$ cat src/hdl/spi_pkg.sv
package spi_pkg;

   localparam int COORD_WIDTH = 16;
   localparam int RATIO_BITS  = 16;
   localparam int PT_WIDTH    = 3 * COORD_WIDTH;
   localparam int EPS_WIDTH   = 53;
   localparam int ACC_WIDTH   = 64;
   localparam int MUL_A_WIDTH = COORD_WIDTH + 1;
   localparam int MUL_B_WIDTH = 2 * COORD_WIDTH + 3;

   localparam logic [2:0] KIND_NONE     = 3'd0;
   localparam logic [2:0] KIND_INTERIOR = 3'd1;
   localparam logic [2:0] KIND_END      = 3'd2;
   localparam logic [2:0] KIND_START    = 3'd3;
   localparam logic [2:0] KIND_BOTH     = 3'd4;

   localparam logic [1:0] REG_POINT_A = 2'd0;
   localparam logic [1:0] REG_POINT_B = 2'd1;
   localparam logic [1:0] REG_POINT_C = 2'd2;
   localparam logic [1:0] REG_EPSILON = 2'd3;

   typedef struct packed {
      logic signed [COORD_WIDTH-1:0] seg_end_z;
      logic signed [COORD_WIDTH-1:0] seg_end_y;
      logic signed [COORD_WIDTH-1:0] seg_end_x;
      logic signed [COORD_WIDTH-1:0] seg_start_z;
      logic signed [COORD_WIDTH-1:0] seg_start_y;
      logic signed [COORD_WIDTH-1:0] seg_start_x;
   } req_type;

   typedef struct packed {
      logic signed [COORD_WIDTH-1:0] cross_z;
      logic signed [COORD_WIDTH-1:0] cross_y;
      logic signed [COORD_WIDTH-1:0] cross_x;
      logic                          point_known;
      logic [2:0]                    cross_kind;
      logic                          crossed;
   } rsp_type;

   typedef struct packed {
      logic       load;
      logic       mul_step;
      logic [3:0] mul_sel;
      logic       div_start;
      logic       div_step;
      logic       scale_step;
      logic [1:0] scale_axis;
      logic       commit;
   } cmd_type;

   typedef struct packed {
      logic big1;
      logic big2;
      logic opposite;
   } sts_type;

endpackage

$ cat src/hdl/spi_datapath.sv
module spi_datapath
   import spi_pkg::*;
(
   input  logic                  clock,
   input  logic                  reset,
   input  logic [PT_WIDTH-1:0]   point_a,
   input  logic [PT_WIDTH-1:0]   point_b,
   input  logic [PT_WIDTH-1:0]   point_c,
   input  logic [EPS_WIDTH-1:0]  epsilon,
   input  req_type               req,
   input  cmd_type               cmd,
   output sts_type               sts,
   output rsp_type               result
);

   typedef logic signed [ACC_WIDTH-1:0] acc_type;

   req_type                      seg_ff;
   acc_type                      u_ff [3];
   acc_type                      v_ff [3];
   acc_type                      n_ff [3];
   acc_type                      d1_ff, d2_ff;
   acc_type                      prod_ff;
   logic [ACC_WIDTH-1:0]         rem_ff, den_ff;
   logic [RATIO_BITS-1:0]        q_ff;
   logic [COORD_WIDTH-1:0]       pt_ff [3];
   logic [COORD_WIDTH-1:0]       hold_ff [3];
   logic                         held_valid_ff;
   logic [2:0]                   kind_ff;

   acc_type a_c [3], s_c [3], e_c [3];
   logic signed [MUL_A_WIDTH-1:0]             op_x;
   logic signed [MUL_B_WIDTH-1:0]             op_y;
   logic signed [MUL_A_WIDTH+MUL_B_WIDTH-1:0] prod_full;
   acc_type prod_in;
   logic [ACC_WIDTH-1:0] m1, m2, den, nm1, nm2, rem_sh;
   logic                 top;
   acc_type              diff;
   logic [COORD_WIDTH:0] dmag;
   logic [COORD_WIDTH+RATIO_BITS:0] p_lo;
   logic [ACC_WIDTH-1:0] off, p_sum;

   always_comb begin
      for (int k = 0; k < 3; k++) begin
         a_c[k] = acc_type'(signed'(point_a[k*COORD_WIDTH +: COORD_WIDTH]));
         s_c[k] = acc_type'(signed'(seg_ff[k*COORD_WIDTH +: COORD_WIDTH]));
         e_c[k] = acc_type'(signed'(seg_ff[(k+3)*COORD_WIDTH +: COORD_WIDTH]));
      end
   end

   // one shared multiplier sequence: 6 cross terms then 6 dot terms
   always_comb begin
      op_x = '0;
      op_y = '0;
      unique case (cmd.mul_sel)
         4'd0:  begin op_x = MUL_A_WIDTH'(u_ff[1]); op_y = MUL_B_WIDTH'(v_ff[2]); end
         4'd1:  begin op_x = MUL_A_WIDTH'(u_ff[2]); op_y = MUL_B_WIDTH'(v_ff[1]); end
         4'd2:  begin op_x = MUL_A_WIDTH'(u_ff[2]); op_y = MUL_B_WIDTH'(v_ff[0]); end
         4'd3:  begin op_x = MUL_A_WIDTH'(u_ff[0]); op_y = MUL_B_WIDTH'(v_ff[2]); end
         4'd4:  begin op_x = MUL_A_WIDTH'(u_ff[0]); op_y = MUL_B_WIDTH'(v_ff[1]); end
         4'd5:  begin op_x = MUL_A_WIDTH'(u_ff[1]); op_y = MUL_B_WIDTH'(v_ff[0]); end
         4'd6:  begin op_x = MUL_A_WIDTH'(s_c[0] - a_c[0]); op_y = MUL_B_WIDTH'(n_ff[0]); end
         4'd7:  begin op_x = MUL_A_WIDTH'(s_c[1] - a_c[1]); op_y = MUL_B_WIDTH'(n_ff[1]); end
         4'd8:  begin op_x = MUL_A_WIDTH'(s_c[2] - a_c[2]); op_y = MUL_B_WIDTH'(n_ff[2]); end
         4'd9:  begin op_x = MUL_A_WIDTH'(e_c[0] - a_c[0]); op_y = MUL_B_WIDTH'(n_ff[0]); end
         4'd10: begin op_x = MUL_A_WIDTH'(e_c[1] - a_c[1]); op_y = MUL_B_WIDTH'(n_ff[1]); end
         4'd11: begin op_x = MUL_A_WIDTH'(e_c[2] - a_c[2]); op_y = MUL_B_WIDTH'(n_ff[2]); end
         default: begin op_x = '0; op_y = '0; end
      endcase
      prod_full = op_x * op_y;
      prod_in   = acc_type'(prod_full);
   end

   always_comb begin
      m1  = d1_ff[ACC_WIDTH-1] ? 64'(-d1_ff) : 64'(d1_ff);
      m2  = d2_ff[ACC_WIDTH-1] ? 64'(-d2_ff) : 64'(d2_ff);
      den = m1 + m2;
      nm1 = m1;
      nm2 = m2;
      if (den < m1) begin
         nm1 = m1 >> 1;
         nm2 = m2 >> 1;
      end
      top    = rem_ff[ACC_WIDTH-1];
      rem_sh = rem_ff << 1;
   end

   assign sts.big1     = m1 > 64'(epsilon);
   assign sts.big2     = m2 > 64'(epsilon);
   assign sts.opposite = d1_ff[ACC_WIDTH-1] ^ d2_ff[ACC_WIDTH-1];

   always_comb begin
      diff  = e_c[cmd.scale_axis] - s_c[cmd.scale_axis];
      dmag  = diff[ACC_WIDTH-1] ? (COORD_WIDTH+1)'(-diff) : (COORD_WIDTH+1)'(diff);
      p_lo  = (COORD_WIDTH+RATIO_BITS+1)'(dmag) * (COORD_WIDTH+RATIO_BITS+1)'(q_ff);
      p_sum = ACC_WIDTH'(p_lo >> RATIO_BITS);
      off   = diff[ACC_WIDTH-1] ? -p_sum : p_sum;
   end

   always_ff @(posedge clock) begin
      if (reset) begin
         held_valid_ff <= 1'b0;
         kind_ff       <= KIND_NONE;
         for (int k = 0; k < 3; k++) hold_ff[k] <= '0;
      end else begin
         if (cmd.load) begin
            seg_ff <= req;
            for (int k = 0; k < 3; k++) begin
               u_ff[k] <= acc_type'(signed'(point_b[k*COORD_WIDTH +: COORD_WIDTH])) - a_c[k];
               v_ff[k] <= acc_type'(signed'(point_c[k*COORD_WIDTH +: COORD_WIDTH])) - a_c[k];
            end
            d1_ff <= '0;
            d2_ff <= '0;
         end
         if (cmd.mul_step) prod_ff <= prod_in;
         // accumulate the product registered on the previous step
         if (cmd.mul_step || cmd.div_start) begin
            unique case (cmd.mul_sel)
               4'd1:  n_ff[0] <= prod_ff;
               4'd2:  n_ff[0] <= n_ff[0] - prod_ff;
               4'd3:  n_ff[1] <= prod_ff;
               4'd4:  n_ff[1] <= n_ff[1] - prod_ff;
               4'd5:  n_ff[2] <= prod_ff;
               4'd6:  n_ff[2] <= n_ff[2] - prod_ff;
               4'd7, 4'd8, 4'd9: d1_ff <= d1_ff + prod_ff;
               4'd10, 4'd11, 4'd12: d2_ff <= d2_ff + prod_ff;
               default: ;
            endcase
         end
         if (cmd.div_start) begin
            rem_ff <= nm1;
            den_ff <= nm1 + nm2;
            q_ff   <= '0;
         end else if (cmd.div_step) begin
            if (top || rem_sh >= den_ff) begin
               rem_ff <= rem_sh - den_ff;
               q_ff   <= {q_ff[RATIO_BITS-2:0], 1'b1};
            end else begin
               rem_ff <= rem_sh;
               q_ff   <= {q_ff[RATIO_BITS-2:0], 1'b0};
            end
         end
         if (cmd.scale_step)
            pt_ff[cmd.scale_axis] <= COORD_WIDTH'(s_c[cmd.scale_axis] + acc_type'(off));
         if (cmd.commit) begin
            if (sts.big1 && sts.big2) begin
               if (sts.opposite) begin
                  kind_ff <= KIND_INTERIOR;
                  held_valid_ff <= 1'b1;
                  for (int k = 0; k < 3; k++) hold_ff[k] <= pt_ff[k];
               end else begin
                  kind_ff <= KIND_NONE;
               end
            end else if (sts.big1) begin
               kind_ff <= KIND_END;
               held_valid_ff <= 1'b1;
               for (int k = 0; k < 3; k++) hold_ff[k] <= seg_ff[(k+3)*COORD_WIDTH +: COORD_WIDTH];
            end else if (sts.big2) begin
               kind_ff <= KIND_START;
               held_valid_ff <= 1'b1;
               for (int k = 0; k < 3; k++) hold_ff[k] <= seg_ff[k*COORD_WIDTH +: COORD_WIDTH];
            end else begin
               kind_ff <= KIND_BOTH;
            end
         end
      end
   end

   assign result.crossed     = kind_ff != KIND_NONE;
   assign result.cross_kind  = kind_ff;
   assign result.point_known = held_valid_ff;
   assign result.cross_x     = hold_ff[0];
   assign result.cross_y     = hold_ff[1];
   assign result.cross_z     = hold_ff[2];

endmodule

$ cat config.mk
export PLATFORM = sky130hd
export DESIGN_NAME = spi_datapath
export DESIGN_NICKNAME = d
export VERILOG_FILES = /design/src/hdl/spi_pkg.sv /design/src/hdl/spi_datapath.sv
export SDC_FILE = /design/constraint.sdc
export NUM_CORES = 2
export LEC_CHECK = 0
export CAP_MARGIN = 20
export CORE_UTILIZATION = 45
export DETAILED_ROUTE_END_ITERATION = 8
export DONT_BUFFER_PORTS = 1
export GPL_TIMING_DRIVEN = 0
export PLACE_DENSITY = 0.58
export SKIP_CTS_REPAIR_TIMING = 1
export SYNTH_ARGS = -nofsm -noshare
export SYNTH_HDL_FRONTEND = slang
export SYNTH_SLANG_ARGS = --single-unit
$ cat constraint.sdc
create_clock -name clock -period 35.1 [get_ports clock]
set_input_delay 7.02 -clock clock [delete_from_list [all_inputs] [get_ports clock]]
set_output_delay 7.02 -clock clock [all_outputs]
set_load 0.1 [all_outputs]
==> results.env <==
STATUS='complete, but fails checks'
VIOLATIONS_IN_THE_FINAL_REPORTS='design-rule violations'
MIN-DELAY-PATH-CLASS='reg2reg'
FIRST_GLOBAL_VIAS=81900
BUSIEST_LAYER='met2'
YS_TYPES=102
WORSTPATHARRIVAL_NS=23.34
REG2REG_TO='pt_ff[2][14]'
PERIOD_MINUS_SLACK_NS=22.84
MET1_USAGE_PCT=42.3
DRC_ERRORS=4
CLK_PIN_SLEW_NS=0.07
TOTAL_NEGATIVE_SETUP_SLACKS_NS=0
DIE_WIDTH_UM=463
SYNTH_EDF_COUNT=723
FINAL_NET_COUNT=13000
WORST_SLEW_MARGIN_REL_PCT=19.8
SYNTHFLOPTYPE='sky130_fd_sc_hd__edfxtp_1'
CORE.ROWCOUNT=168
SYNTHESIZED_NETLIST_NET_COUNT=12900
R2R_START='s_c[128]'
MAXCAPVIOLCOUNT=0
TIMING.CRITICAL_PATH.SLOWEST_CELL_DELAY_NS=0.96
GRT_FIRST_PASS_WIRELENGTH_UM=525000
SETUP_VIOLATIONS_FINAL=0
CRITICAL_PATH.ENDPOINT='pt_ff[2][14]'
SETUP.REG_TO_REG.WORST_SLACK_NS=19.25
TIMING.CRITICAL_PATH.FROM='cmd[2]'
CLKLATENCYLATEPIN_NS=0.81
YOSYS_WARNINGS=0
SYNTH-SEQ-AREA-SHARE_PCT=22.8
CTS_MAX_LEVEL=3
R2R.WORST_PATH.CELLS=52
FILL_CELLS=20200
WIRE_PER_INST_UM=25.7
FINALWIRELENGTH_UM=357000
TIGHTEST_SLEW_NS=1.20
SKEW_NS=0.116
GP_CONGESTION=1.00
FLOORPLAN.DIE.HEIGHT_UM=463
CRITICAL_PATH.STARTPOINT_TYPE='input pin'
GR-TOTAL-OVERFLOW=0
YS_FF_LATCH=727
CPLARGESTDELAYFAMILY='compound AO/OA/AOI/OAI gates'
CRIT_PATH_BUF_INV_COUNT=8
POST_DRT_VIA_CELL_RATIO=5.98
REGISTER_AREA_UM2=21800
ROUTED-VIA-COUNT=82900
CRITICAL-PATH-SLOWEST-CELL='sky130_fd_sc_hd__a2111oi_2'
START_UTIL_PCT=45.5
YS_ASYNC_SR_FRACTION_PCT=0
IO_PINS=363
FLOORPLAN.CORE_AREA_UM2=210000
ANTENNA_NETS_POST_ROUTE=0
GRT_ANTENNA_BEFORE_REPAIR=59
BUFS_ON_LONGEST_CLOCK_PATH=3
RSZ_0062_RAISED_AFTER_GLOBAL_ROUTING='false'
CRITPATHMAXFANOUT=10
SYN2LAYOUT_AREA_GROWTH_PCT=8.36
PORT_BUFFERS=0
DETAILED_ROUTE_ITER0_VIOLATIONS=7691
GRT_MAX_DEGREE=69
NETLIST_AREA_UM2=95700
CTS_TREE='yes'
MULTIINPUTGATEAREA_UM2=68200
GRT_UTIL_MET2_PCT=52.1
SYNTHESIS.INSTANCES=10800
CTS_ROOT_BUFFER='sky130_fd_sc_hd__clkbuf_16'
GLOBALROUTETOTALUTIL_PCT=32.6
DIE_FOOTPRINT_UM2=215000
DETAIL_ROUTE.FIRST_PASS.ITERATIONS=9
CELL_COUNT_ALONG_THE_CRITICAL_PATH=54
POST-SYNTH-TOP-AREA-FRACTION_PCT=22.7
CLOCK_SINKS=727
FINAL_NUMBER_OF_HOLD_VIOLATING_ENDPOINTS=0
DP_HPWL_UM=301000
SYNTHDOMINANTAREACELLTYPE='sky130_fd_sc_hd__edfxtp_1'
CTS-BUFFERS-INSERTED=90
POST_SYNTH_MAIN_AREA_CONTRIBUTORS='sky130_fd_sc_hd__edfxtp_1 23%, sky130_fd_sc_hd__fa_1 17%, sky130_fd_sc_hd__ha_1 13%, sky130_fd_sc_hd__inv_1 4.7%, sky130_fd_sc_hd__nand2_1 4.3%'
DRIVE_GT1_SHARE_PCT=3.70
WORSTSETUPENDPOINTTYPE='flip-flop'
FINAL-MAX-SLEW-VIOLATION-COUNT=0
WORST-SETUP-PATH-TYPE='in2reg'
MET3_RESOURCE_USE_GR_PCT=6.17
SYNTH_AREA_PER_CELL_UM2=8.86
CRITICAL_PATH_REQUIRED_NS=35.59
MAX_FREQ_MHz=43.8
FINAL_MIN_PERIOD_OVER_CLOCK_PERIOD_PCT=65.1
[placed cells by master, fill, tap and decap left out, types with 142 or more instances in the layout]
master / synthesis / final
sky130_fd_sc_hd__nor3_1: 151 / 150
sky130_fd_sc_hd__o21ai_0: 691 / 690
sky130_fd_sc_hd__nand3_1: 250 / 250
sky130_fd_sc_hd__and2_1: 142 / 142
sky130_fd_sc_hd__nand2b_1: 143 / 143
sky130_fd_sc_hd__mux2i_1: 156 / 156
sky130_fd_sc_hd__clkbuf_1: 347 / 356
sky130_fd_sc_hd__a21oi_1: 692 / 692
sky130_fd_sc_hd__nand2_1: 1097 / 1097
sky130_fd_sc_hd__edfxtp_1: 723 / 723
sky130_fd_sc_hd__xnor2_1: 368 / 368
sky130_fd_sc_hd__ha_1: 989 / 989
sky130_fd_sc_hd__fa_1: 792 / 792
sky130_fd_sc_hd__nor2_1: 825 / 821
sky130_fd_sc_hd__xor2_1: 321 / 320
sky130_fd_sc_hd__nor2b_1: 159 / 156
sky130_fd_sc_hd__a21o_1: 353 / 353
sky130_fd_sc_hd__inv_1: 1195 / 1194
[metal layers]
| metal | wire [um] | up-vias | share of wire, % |
|---|---|---|---|
| met5 | 161 | - | 0.045 |
| met4 | 18900 | 22 | 5.3 |
| met3 | 28400 | 715 | 7.9 |
| met2 | 161000 | 3447 | 45 |
| met1 | 148000 | 40900 | 42 |
| li1 | - | 37900 | - |
[sequential cells by signal (all words and copies together), names as in the netlist, 16 cells and up]
| name | count |
|---|---|
| e_c | 48 |
| n_ff | 105 |
| prod_ff | 52 |
| d2_ff | 64 |
| u_ff | 51 |
| d1_ff | 64 |
| rem_ff | 64 |
| v_ff | 51 |
| pt_ff | 48 |
| den_ff | 64 |
| hold_ff | 48 |
| q_ff | 16 |
| s_c | 48 |
[cell usage after synthesis (18+ instances only)]
library cell and count:
sky130_fd_sc_hd__inv_1 1195, sky130_fd_sc_hd__nand2_1 1097, sky130_fd_sc_hd__ha_1 989, sky130_fd_sc_hd__nor2_1 825, sky130_fd_sc_hd__fa_1 792, sky130_fd_sc_hd__edfxtp_1 723, sky130_fd_sc_hd__a21oi_1 692, sky130_fd_sc_hd__o21ai_0 691
sky130_fd_sc_hd__xnor2_1 368, sky130_fd_sc_hd__a21o_1 353, sky130_fd_sc_hd__clkbuf_1 347, sky130_fd_sc_hd__xor2_1 321, sky130_fd_sc_hd__nand3_1 250, sky130_fd_sc_hd__nor2b_1 159, sky130_fd_sc_hd__mux2i_1 156, sky130_fd_sc_hd__nor3_1 151
sky130_fd_sc_hd__nand2b_1 143, sky130_fd_sc_hd__and2_1 142, sky130_fd_sc_hd__nand4_1 120, sky130_fd_sc_hd__o21a_1 110, sky130_fd_sc_hd__a211oi_1 89, sky130_fd_sc_hd__o31ai_1 84, sky130_fd_sc_hd__o21bai_1 79, sky130_fd_sc_hd__a22oi_1 77
sky130_fd_sc_hd__a31oi_1 75, sky130_fd_sc_hd__and3_1 66, sky130_fd_sc_hd__mux2_2 56, sky130_fd_sc_hd__a21boi_0 48, sky130_fd_sc_hd__or3_1 44, sky130_fd_sc_hd__a211o_1 40, sky130_fd_sc_hd__and4_1 34, sky130_fd_sc_hd__o211ai_1 32
sky130_fd_sc_hd__buf_1 30, sky130_fd_sc_hd__or2_2 29, sky130_fd_sc_hd__or4_1 29, sky130_fd_sc_hd__nor4_1 23, sky130_fd_sc_hd__o41ai_1 23, sky130_fd_sc_hd__a22o_1 19, sky130_fd_sc_hd__a221oi_1 18
[how the worst min path moves through the flow]
stage / start / depth (start not counted) / slack [ns] / endpoint
after detailed placement: held_valid_ff / 2 / 0.50 / held_valid_ff
after global placement: held_valid_ff / 2 / 0.45 / held_valid_ff
final: held_valid_ff / 2 / 0.51 / held_valid_ff
after CTS: held_valid_ff / 2 / 0.51 / held_valid_ff
after floorplan: held_valid_ff / 2 / 0.44 / held_valid_ff
after global routing: held_valid_ff / 2 / 0.56 / held_valid_ff
[metrics by stage]
stage | cells | worst slack [ns] | util (%) | hold slack [ns] | instance area, um2
after CTS | 13800 | 12.78 | 49.2 | 0.514 | 104000
after global placement | 13600 | 11.97 | 47.2 | 0.454 | 99300
final | 13900 | 12.26 | 49.3 | 0.508 | 104000
after floorplan | 10800 | 15.80 | - | 0.438 | 95700
after detailed placement | 13700 | 11.95 | 47.7 | 0.497 | 100000
after global routing | 13900 | 11.64 | 49.3 | 0.563 | 104000
[tightest hold or removal path: stages (launching register included)]
cell	delay, ns
sky130_fd_sc_hd__dfxtp_1	0.34
sky130_fd_sc_hd__a21oi_1	0.05
sky130_fd_sc_hd__nor2_1	0.08
[area by class of cell]
cell class              instances  area share (%)
multi-input cells            8486            65.8
flip-flops and latches        727            21.0
inverters                    1199            4.34
well taps                    2805            3.38
clock buffers                  99            2.20
plain buffers                 395            1.46
clock inverters                68           0.921
repair buffers                 57           0.814
diodes                         40          0.0965
[kinds of logic after synthesis]
group / after synthesis / share of synthesized area, %
and+or+nand+nor: 3189 / 15.6
AOI/OAI and AO/OA: 2614 / 17.2
adders and majority gates: 1781 / 29.5
buffers and inverters: 1594 / 6.28
DFF: 727 / 22.8
xor gates and xnor gates: 690 / 6.33
muxes: 212 / 2.29
Power is left out: the tool's default activity adds up to more than one toggle a clock period on the data nets, which glitch-free logic cannot reach.
