## config.mk

```make
export PLATFORM = sky130hd
export DESIGN_NAME = spi_control
export DESIGN_NICKNAME = d
export VERILOG_FILES = /design/src/hdl/spi_pkg.sv /design/src/hdl/spi_control.sv
export SDC_FILE = /design/constraint.sdc
export NUM_CORES = 1
export LEC_CHECK = 0
export BUFFER_PORTS_ARGS = -buffer_cell sky130_fd_sc_hd__buf_4
export CAP_MARGIN = 5
export CORE_MARGIN = 2
export CORE_UTILIZATION = 37
export DETAILED_ROUTE_END_ITERATION = 8
export SLEW_MARGIN = 20
export SYNTH_ARGS = -nofsm -noshare
export SYNTH_HDL_FRONTEND = slang
export SYNTH_SLANG_ARGS = --single-unit
```

## constraint.sdc

```tcl
create_clock -name clock -period 2.7 [get_ports clock]
set_input_delay 0.135 -clock clock [delete_from_list [all_inputs] [get_ports clock]]
set_output_delay 0.135 -clock clock [all_outputs]
set_load 0.01 [all_outputs]
```

## src/hdl/spi_pkg.sv

```systemverilog
package spi_pkg;

   localparam int COORD_WIDTH = 16;
   localparam int RATIO_BITS  = 16;
   localparam int PT_WIDTH    = 3 * COORD_WIDTH;
   localparam int EPS_WIDTH   = 53;
   localparam int ACC_WIDTH   = 64;
   localparam int MUL_A_WIDTH = COORD_WIDTH + 1;
   localparam int MUL_B_WIDTH = 2 * COORD_WIDTH + 3;

   localparam logic [2:0] KIND_NONE     = 3'd0;
   localparam logic [2:0] KIND_INTERIOR = 3'd1;
   localparam logic [2:0] KIND_END      = 3'd2;
   localparam logic [2:0] KIND_START    = 3'd3;
   localparam logic [2:0] KIND_BOTH     = 3'd4;

   localparam logic [1:0] REG_POINT_A = 2'd0;
   localparam logic [1:0] REG_POINT_B = 2'd1;
   localparam logic [1:0] REG_POINT_C = 2'd2;
   localparam logic [1:0] REG_EPSILON = 2'd3;

   typedef struct packed {
      logic signed [COORD_WIDTH-1:0] seg_end_z;
      logic signed [COORD_WIDTH-1:0] seg_end_y;
      logic signed [COORD_WIDTH-1:0] seg_end_x;
      logic signed [COORD_WIDTH-1:0] seg_start_z;
      logic signed [COORD_WIDTH-1:0] seg_start_y;
      logic signed [COORD_WIDTH-1:0] seg_start_x;
   } req_type;

   typedef struct packed {
      logic signed [COORD_WIDTH-1:0] cross_z;
      logic signed [COORD_WIDTH-1:0] cross_y;
      logic signed [COORD_WIDTH-1:0] cross_x;
      logic                          point_known;
      logic [2:0]                    cross_kind;
      logic                          crossed;
   } rsp_type;

   typedef struct packed {
      logic       load;
      logic       mul_step;
      logic [3:0] mul_sel;
      logic       div_start;
      logic       div_step;
      logic       scale_step;
      logic [1:0] scale_axis;
      logic       commit;
   } cmd_type;

   typedef struct packed {
      logic big1;
      logic big2;
      logic opposite;
   } sts_type;

endpackage

```

## src/hdl/spi_control.sv

```systemverilog
module spi_control
   import spi_pkg::*;
(
   input  logic    clock,
   input  logic    reset,
   input  logic    req_valid,
   output logic    req_stall,
   output logic    rsp_valid,
   input  logic    rsp_stall,
   input  sts_type sts,
   output cmd_type cmd
);

   typedef enum logic [2:0] {IDLE, MUL, DIV, SCALE, DONE, HOLD} state_type;

   state_type   state_ff;
   logic [4:0]  cnt_ff;
   logic        rsp_valid_ff;

   // room for a new request while idle, once the result slot is free or leaving
   assign req_stall = (state_ff != IDLE) || (rsp_valid_ff && rsp_stall);
   assign rsp_valid = rsp_valid_ff;

   always_comb begin
      cmd = '0;
      cmd.load       = (state_ff == IDLE) && !req_stall && req_valid;
      cmd.mul_step   = (state_ff == MUL);
      cmd.mul_sel    = (state_ff == MUL) ? cnt_ff[3:0] : 4'd13;
      cmd.div_start  = (state_ff == MUL) && (cnt_ff == 5'd13);
      if (cmd.div_start) cmd.mul_step = 1'b0;
      cmd.div_step   = (state_ff == DIV);
      cmd.scale_step = (state_ff == SCALE);
      cmd.scale_axis = cnt_ff[1:0];
      cmd.commit     = (state_ff == DONE) && !(rsp_valid_ff && rsp_stall);
   end

   always_ff @(posedge clock) begin
      if (reset) begin
         state_ff     <= IDLE;
         cnt_ff       <= '0;
         rsp_valid_ff <= 1'b0;
      end else begin
         if (cmd.commit) rsp_valid_ff <= 1'b1;
         else if (!rsp_stall) rsp_valid_ff <= 1'b0;
         unique case (state_ff)
            IDLE: if (cmd.load) begin
               state_ff <= MUL;
               cnt_ff   <= '0;
            end
            MUL: begin
               cnt_ff <= cnt_ff + 5'd1;
               if (cnt_ff == 5'd13) begin
                  cnt_ff   <= '0;
                  state_ff <= (sts.big1 && sts.big2 && sts.opposite) ? DIV : DONE;
               end
            end
            DIV: begin
               cnt_ff <= cnt_ff + 5'd1;
               if (cnt_ff == 5'(RATIO_BITS - 1)) begin
                  cnt_ff   <= '0;
                  state_ff <= SCALE;
               end
            end
            SCALE: begin
               cnt_ff <= cnt_ff + 5'd1;
               if (cnt_ff == 5'd2) state_ff <= DONE;
            end
            DONE: if (cmd.commit) begin
               state_ff <= IDLE;
            end
            default: state_ff <= IDLE;
         endcase
      end
   end

   a_one_work: assert property (@(posedge clock) disable iff (reset)
      cmd.load |=> state_ff == MUL) else $error("load did not start work");
   a_no_load_busy: assert property (@(posedge clock) disable iff (reset)
      state_ff != IDLE |-> !cmd.load) else $error("load while busy");
   a_commit_rsp: assert property (@(posedge clock) disable iff (reset)
      cmd.commit |=> rsp_valid_ff) else $error("commit lost");

endmodule
```

==> flow_summary_export.csv, run 1 <==
group,metric,value,unit
sta,fmax,0.531,GHz
power,irDropWorstVdd,0.320,mV
cts,postCtsSetupBuffers,0,
synth,synth_seq_cells,9,
cts,cts_buffers,3,
run,drv_cap,0,
layout,final_cell_mix,"20 x buf_4, 12 x nor2_1, 10 x inv_1",
routing,vias_per_cell,5.30,
sta,drv_slew,0,
min_path,hold_path.class,"primary input to flop",
routing,dr_wl_met2,802,µm
synth,syn-cell-area,742,µm²
routing,met1Wirelength,755,µm
routing,wl_per_cell,12.4,µm
grt,grt_usage,0.155,
setup_path,r2r_start,"cnt_ff[0]",
setup_path,worstPathArrival,2080,ps
routing,dr.pass1.iters,4,
setup_path,cp-start-kind,"flop",
place,port_buffers,20,
layout,drive_gt1_frac,0.275,
routing,wirelength,1690,µm
routing,drtAntennaViolNets,0,
layout,antenna_cells,0,
cts,clockBufferDepth,2,
layout,final_common_cell,"buf_4",
grt,grt_pass1_vias,684,
cts,clock_sinks,9,
routing,wl_met3,99,µm
layout,seq_area,180,µm²
cts,ctsHoldBuffers,0,
cts,cts-root-buf,"clkbuf_4",
min_path,holdPathStages,2,
sta,tightest_slew,635,ps
synth,synth-async-reset-ratio,0,
setup_path,endpoint_kind,"flop",
grt,grt_max_degree,18,
cts,clock_latency,260,ps
synth,synth_compound_area_frac,0.236,
layout,syn2layout_area_growth,21.8,%
synth,synth-simple-area-share,0.293,
grt,grt_antenna_before_repair,0,
die,die_y,48.8,µm
routing,drc,0,
synth,avgSynthCellArea,8.06,µm²
power,leakagePower,0.414,nW
synth,synth_nets,104,
synth,muxShareOfSynthArea,0.0270,
routing,drt-initial-drc-count,11,
cts,cts.clk_slew.worst_paths,60,ps
grt,gr-total-overflow,0,
sta,fin_crit,1880,ps
die,top_level_ports,21,
place,gp_congestion,0.840,
cts,h-tree-depth,1,
setup_path,r2r_cells,8,
sta,rsz0062_at_grt,"no",
synth,synth_xor_area_frac,0,
synth,synth_top_family_by_area,"simple AND/OR/NAND/NOR gates",
cts,cts_tree,"yes",
die,coreArea,0.00192,mm²
sta,finalHoldViolCount,0,
status,outcome,"completed",
routing,top_layer,"met4",
die,start_util,0.386,
layout,nets,122,
synth,seq_area_frac_synth,0.243,
layout,finish.utilization,0.470,
grt,grt_pass1_wl,2840,µm
synth,synthCells,92,
sta,skew,0.553,ps
sta,maxSlewHeadroom,0.576,
min_path,hold_start,"reset",
routing,vias,721,
setup_path,startpoint,"cnt_ff[0]",
die,die_w,48.8,µm
place,dp_hpwl,1320,µm
setup_path,required,2900,ps
synth,ys.flop_type,"dfxtp_1",
synth,synth_warnings,0,
setup_path,path_class,"flop to flop",
die,std_cell_rows,16,
setup_path,cp_max_fo,7,
layout,n_fill_cell,210,
power,powerDensity,494,mW/mm²
synth,synth.distinct_cells,38,
synth,synth-adder-area-share,0.0843,
sta,post-route-period-util,0.697,
synth,synth_edf_count,0,
cts,cts-resized-gates,0,
die,die-area,0.00238,mm²
sta,tns,0,ps
layout,multi_input_area,475,µm²
sta,setup_violations,0,
## final cells by class
cell class	count	share of cell area
flip-flops and latches	9	0.199
repair buffers	20	0.166
clock buffers	4	0.0291
inverters	10	0.0416
well taps	27	0.0374
multi-input cells	66	0.526
## worst max-delay path: stages, from the launching register on
cell and delay, ps:
dfxtp_1 440, ha_1 230, nand3_1 110, inv_1 80, ha_1 200, mux2i_1 100, a32o_1 260, a211o_1 290
a21oi_2 120
## cells in the mapped netlist (2+ instances only)
master	number	area, µm²
a211o_1	2	17.5
a21oi_1	4	20.0
and2_1	2	12.5
buf_4	4	30.0
clkbuf_1	2	7.51
dfxtp_1	9	180
ha_1	5	62.6
inv_1	10	37.5
mux2i_1	2	20.0
nand2_1	7	26.3
nand3_1	4	20.0
nand3b_1	2	15.0
nor2_1	12	45.0
o221ai_2	2	30.0
o2bb2ai_1	2	17.5
## through the flow
step | instances | total power [mW] | cell area [µm²] | hold slack, ps | setup slack (ps)
final | 136 | 0.446 | 903 | 95.1 | 818
after global placement | 132 | 0.343 | 877 | 369 | 893
after floorplan | 92 | 0.285 | 742 | 302 | 1010
after CTS | 136 | 0.449 | 903 | 87.9 | 817
after global routing | 136 | 0.479 | 903 | 84.3 | 694
after detailed placement | 132 | 0.341 | 877 | 368 | 842
## registers in the layout, indices dropped and copies added, names as in the netlist
register	flops
cnt_ff	5
state_ff	3
rsp_valid	1
## layer usage
layer	vias up	GRT usage
met5	-	0
met4	0	0.110
met2	26	0.265
met3	4	0.0399
met1	331	0.165
li1	360	-
## kinds of logic after synthesis
family,Yosys count
and+or+nand+nor,38
AOI/OAI and AO/OA,21
buffers and inverters,17
DFF,9
adders and majority gates,5
muxes,2
## where the power goes
group / switching [mW] / total [mW] / internal (mW)
registers: 0.0268 / 0.171 / 0.144
logic: 0.0835 / 0.167 / 0.0840
clock network: 0.0507 / 0.108 / 0.0571
## final timing paths
check,to,slack (ps)
setup / recovery,state_ff[1],820
hold / removal,state_ff[1],100
setup reg to reg,state_ff[1],820
hold reg to reg,rsp_valid,540
Note: power is estimated with default switching activity, not from simulation.
==> run 2, diff against run 1 <==
--- a/config.mk
+++ b/config.mk
@@ -5,6 +5,7 @@
 export SDC_FILE = /design/constraint.sdc
 export NUM_CORES = 1
 export LEC_CHECK = 0
+export ABC_AREA = 1
 export BUFFER_PORTS_ARGS = -buffer_cell sky130_fd_sc_hd__buf_4
 export CAP_MARGIN = 5
 export CORE_MARGIN = 2
==> constraint.sdc (replaced) <==
create_clock -name clock -period 1.7 [get_ports clock]
set_input_delay 0.085 -clock clock [delete_from_list [all_inputs] [get_ports clock]]
set_output_delay 0.085 -clock clock [all_outputs]
set_load 0.01 [all_outputs]
==> run 2 against run 1 <==
Via count fell by 1.1%. Die area fell by 7.3%. Utilization rose by 4.4 points. Clock skew rose by 3.1 ps. Count of clock-buffer cells in the layout did not move. Register-to-register slack got worse by 660 ps. Sequential power rose by 85%. Combinational power rose to 4.3 times the previous value. Cell count rose by 13%. Hold slack got worse by 25 ps. Synthesized cell count rose by 15%. Critical path type unchanged.
==> flow_summary_export.csv, run 2 <==
group,metric,value,unit
routing,vias,713,
layout,finalNonFillerCells,154,
sta,setup_violations,0,
synth,syn-cell-area,683,µm²
place,port_buffers,20,
synth,synth.distinct_cells,22,
synth,yosys.area.top_type,"dfxtp_1",
min_path,hold_path.class,"primary input to flop",
synth,synth.top_cell.area_share,0.264,
setup_path,r2r-end,"state_ff[1]",
synth,ys.flop_type,"dfxtp_1",
synth,synth_seq_cells,9,
setup_path,required,1890,ps
layout,final_common_cell,"nand2_1",
status,outcome,"completed",
grt,grt_usage,0.155,
synth,synth_most_common_cell,"nand2_1",
layout,finish.utilization,0.514,
cts,cts_tree,"yes",
synth,synth_nets,118,
setup_path,r2r_cells,9,
routing,drt-initial-drc-count,9,
setup_path,endpoint_kind,"flop",
synth,synthTopCellsByArea,"dfxtp_1 26%, nand2_1 13%, inv_1 9.9%",
cts,cts-root-buf,"clkbuf_4",
die,die-area,0.00221,mm²
cts,clockBufferDepth,2,
grt,gr-total-overflow,0,
routing,drc,0,
synth,synth_edf_count,0,
die,top_level_ports,21,
synth,synth-async-reset-ratio,0,
cts,postCtsSetupBuffers,0,
setup_path,startpoint,"cnt_ff[0]",
setup_path,r2r_start,"cnt_ff[0]",
sta,fmax,0.648,GHz
run,drv_cap,0,
place,dp_hpwl,1210,µm
routing,vias_per_cell,4.63,
sta,finalHoldViolCount,0,
sta,tightest_slew,270,ps
sta,maxSlewHeadroom,0.819,
grt,grt_max_degree,10,
cts,cts-resized-gates,0,
routing,wl_per_cell,9.90,µm
setup_path,worstPathArrival,1740,ps
power,leakagePower,0.445,nW
power,irDropWorstVdd,0.615,mV
sta,worst_hold_slack,70.0,ps
layout,syn2layout_area_growth,29.9,%
sta,skew,3.70,ps
setup_path,cp-start-kind,"flop",
die,start_util,0.396,
place,gp_congestion,0.897,
layout,n_fill_cell,174,
layout,drive_gt1_frac,0.295,
layout,final_cell_mix,"24 x nand2_1, 22 x buf_4, 18 x inv_1",
grt,grt_antenna_before_repair,0,
setup_path,crit_end,"state_ff[1]",
die,die_w,47.0,µm
synth,seq_area_frac_synth,0.264,
grt,grt_pass1_vias,605,
setup_path,path_class,"flop to flop",
layout,nets,142,
die,std_cell_rows,15,
cts,ctsHoldBuffers,0,
layout,antenna_cells,0,
sta,fin_crit,1540,ps
setup_path,reg2reg_setup_slack,160,ps
cts,h-tree-depth,1,
synth,synth_warnings,0,
cts,cts_buffers,3,
synth,netlist_top_cells_count,"24 x nand2_1, 18 x inv_1, 13 x nor2_1, 9 x a21oi_1, 9 x dfxtp_1",
grt,grt_pass1_wl,2400,µm
synth,synthCells,106,
layout,largest_reg_flops,5,
die,die_y,47.0,µm
sta,drv_slew,0,
die,coreArea,0.00173,mm²
cts,cts.clk_slew.worst_paths,70,ps
routing,wirelength,1520,µm
synth,avgSynthCellArea,6.44,µm²
place,dp.cells,150,
setup_path,cp_max_fo,3,
power,finalPower,1.21,mW
routing,drtAntennaViolNets,0,
sta,rsz0062_at_grt,"no",
sta,tns,0,ps
sta,post-route-period-util,0.908,
cts,clock_sinks,9,
cts,clock_latency,260,ps
power,powerDensity,1370,mW/mm²
routing,dr.pass1.iters,4,
layout,regMostFlops,"cnt_ff",
-- run 2: cell types whose count changed in the layout (fill, tap and decap cells not counted), sizes merged, moves of 3 or more --
cell / delta
nand2: +21
inv: +10
a21oi: +4
nor2: +5
nand3: +3
-- run 2: cell type report --
class / count / area, µm² / share of cell area
Tap cell: 25 / 31.3 / 0.0353
Clock buffer: 4 / 26.3 / 0.0296
Sequential cell: 9 / 180 / 0.203
Multi-Input combinational cell: 74 / 409 / 0.461
Timing Repair Buffer: 22 / 165 / 0.186
Inverter: 20 / 75.1 / 0.0846
-- run 2: report_power, final --
| group | switching [mW] | internal [mW] |
|---|---|---|
| sequential | 0.0586 | 0.258 |
| combinational | 0.416 | 0.306 |
| clock | 0.0853 | 0.0906 |
-- run 2: logic make-up (layout without fill, tap and decap cells) --
family          Yosys count  in the layout  synth area share
buf+inv                  23             46             0.137
fa+ha+maj                 5              5            0.0916
flops                     9              9             0.264
compound gates           12             12            0.0971
xor+xnor                  1              1            0.0128
simple gates             56             56             0.397
-- run 2: worst max-delay path, stage by stage (launching register included) --
cell and delay, ps:
dfxtp_1 350, ha_1 170, nand2_1 70, nor2_1 140, ha_1 150, nand3b_1 150
nand2_1 110, nor2_4 140, nand3_1 80, a21oi_1 130
-- run 2: worst min-delay path by stage --
stage                     startpoint  cells past startpoint  slack, ps           to
final                          reset                      2         70    cnt_ff[1]
after global routing           reset                      2         60  state_ff[0]
after CTS                      reset                      2         60    cnt_ff[3]
after detailed placement       reset                      2        340  state_ff[1]
after global placement         reset                      2        340    cnt_ff[1]
after floorplan            rsp_stall                      2        280    rsp_valid
-- run 2: metrics by stage --
stage | cell area (µm²) | worst slack [ps]
after detailed placement | 861 | 184
after CTS | 887 | 164
after global routing | 887 | 16.1
final | 887 | 157
after global placement | 861 | 232
after floorplan | 683 | 199
-- run 2: layer usage --
layer | global-route usage | vias up | share of wire
met4 | 0.0722 | 0 | 0.020
met1 | 0.184 | 318 | 0.46
li1 | - | 371 | -
met3 | 0.0462 | 5 | 0.052
met2 | 0.255 | 19 | 0.47
met5 | 0 | - | 0
==> run 3, diff against run 2 <==
--- a/config.mk
+++ b/config.mk
@@ -8,10 +8,11 @@
 export ABC_AREA = 1
 export BUFFER_PORTS_ARGS = -buffer_cell sky130_fd_sc_hd__buf_4
 export CAP_MARGIN = 5
+export CORE_ASPECT_RATIO = 0.75
 export CORE_MARGIN = 2
 export CORE_UTILIZATION = 37
+export CTS_CLUSTER_SIZE = 8
 export DETAILED_ROUTE_END_ITERATION = 8
-export SLEW_MARGIN = 20
 export SYNTH_ARGS = -nofsm -noshare
 export SYNTH_HDL_FRONTEND = slang
 export SYNTH_SLANG_ARGS = --single-unit
==> run 3 against run 2 <==
Setup slack better by 44 ps. Largest power group unchanged. Total power grew 0.38%. Clock skew increased by 6.0 ps. First-iteration DRC count increased to 2.8 times the previous value. Via count shrank 1.3%. Fmax increased by 2.9%.
==> flow_summary_export.csv, run 3 (synthesis gave the netlist of run 2 again) <==
group,metric,value,unit
setup_path,reg2reg_setup_slack,200,ps
cts,cts-resized-gates,0,
layout,postLayoutCellArea,883,µm²
layout,syn2layout_area_growth,29.3,%
layout,final_common_cell,"nand2_1",
place,placed_cell_area,857,µm²
cts,postCtsSetupBuffers,0,
layout,antenna_cells,0,
cts,cts_tree,"yes",
routing,vias_per_cell,4.66,
grt,grt_antenna_before_repair,0,
power,finalPower,1.22,mW
die,die_w,53.6,µm
routing,drc,0,
place,gp_congestion,0.858,
setup_path,path_class,"flop to flop",
cts,cts_buffers,3,
sta,skew,9.73,ps
run,drv_cap,0,
sta,post-route-period-util,0.882,
routing,drt-initial-drc-count,25,
sta,tightest_slew,299,ps
routing,wirelength,1570,µm
die,die_y,41.2,µm
sta,rsz0062_at_grt,"no",
layout,n_fill_cell,176,
cts,clock_latency,270,ps
grt,grt_usage,0.164,
sta,fmax,0.667,GHz
cts,cts-root-buf,"clkbuf_4",
cts,clockBufferDepth,2,
die,coreArea,0.00174,mm²
routing,vias,704,
sta,tns,0,ps
grt,grt_max_degree,10,
layout,drive_gt1_frac,0.295,
layout,regMostFlops,"cnt_ff",
setup_path,cp-start-kind,"flop",
sta,fin_crit,1500,ps
routing,dr.pass1.iters,4,
setup_path,worstPathArrival,1680,ps
layout,largest_reg_flops,5,
sta,fin_ws,201,ps
status,outcome,"completed",
routing,wl_per_cell,10.4,µm
routing,drtAntennaViolNets,0,
cts,cts.clk_slew.worst_paths,70,ps
cts,clock_sinks,9,
place,dp_hpwl,1250,µm
power,leakagePower,0.445,nW
grt,gr-total-overflow,0,
power,powerDensity,1380,mW/mm²
grt,grt_pass1_vias,554,
cts,ctsHoldBuffers,0,
layout,nets,142,
sta,setup_violations,0,
power,irDropWorstVdd,0.606,mV
setup_path,cp_max_fo,3,
die,die-area,0.00221,mm²
layout,final_cell_mix,"24 x nand2_1, 22 x buf_4, 18 x inv_1",
die,top_level_ports,21,
grt,grt_pass1_wl,2480,µm
cts,h-tree-depth,1,
die,start_util,0.393,
min_path,hold_path.class,"primary input to flop",
place,dp_slack,185,ps
sta,finalHoldViolCount,0,
setup_path,endpoint_kind,"flop",
sta,drv_slew,0,
setup_path,required,1880,ps
die,std_cell_rows,13,
place,port_buffers,20,
sta,maxSlewHeadroom,0.800,
run 3: cell counts in the layout (fill, tap and decap cells not counted):
Identical to the previous run, type by type.
run 3: final cells by class:
type	instances	area (µm²)	area share
flip-flops and latches	9	180	0.204
multi-input cells	74	409	0.463
repair buffers	22	165	0.187
well taps	22	27.5	0.0312
inverters	20	75.1	0.0850
clock buffers	4	26.3	0.0297
run 3: worst paths after layout:
check | from | to | cells after the start
hold reg to reg | rsp_valid | rsp_valid | 2
setup reg to reg | cnt_ff[1] | state_ff[2] | 10
setup / recovery | cnt_ff[1] | state_ff[2] | 10
hold / removal | reset | cnt_ff[4] | 2
run 3: per-stage QoR:
| stage | instances | hold WS [ps] | utilization |
|---|---|---|---|
| 3_5_place_dp | 147 | 345 | 0.492 |
| 5_1_grt | 151 | 55.1 | 0.508 |
| 4_1_cts | 151 | 54.2 | 0.508 |
| 6_report | 151 | 60.8 | 0.508 |
| 3_3_place_gp | 147 | 343 | 0.492 |
| 2_1_floorplan | 106 | 276 | - |
run 3: where the power goes:
group / total, mW / internal (mW) / switching, mW
Combinational: 0.733 / 0.306 / 0.427
Clock: 0.171 / 0.0907 / 0.0807
Sequential: 0.315 / 0.258 / 0.0570
run 3: routing by layer:
layer	share of wire	routed length, µm	up-vias	global-route usage
li1	-	-	372	-
met1	0.49	769	307	0.224
met2	0.44	693	23	0.250
met3	0.065	102	2	0.0547
met4	0.0057	9	0	0.0385
met5	0	0	-	0
run 3: critical path: stages, from the launching register on:
cell	delay, ps
dfxtp_1	330
ha_1	160
nand2_1	70
nor2_1	140
ha_1	150
nand3b_1	150
nand2_1	100
nor2_4	130
nand3_1	70
nand2_1	70
inv_1	30
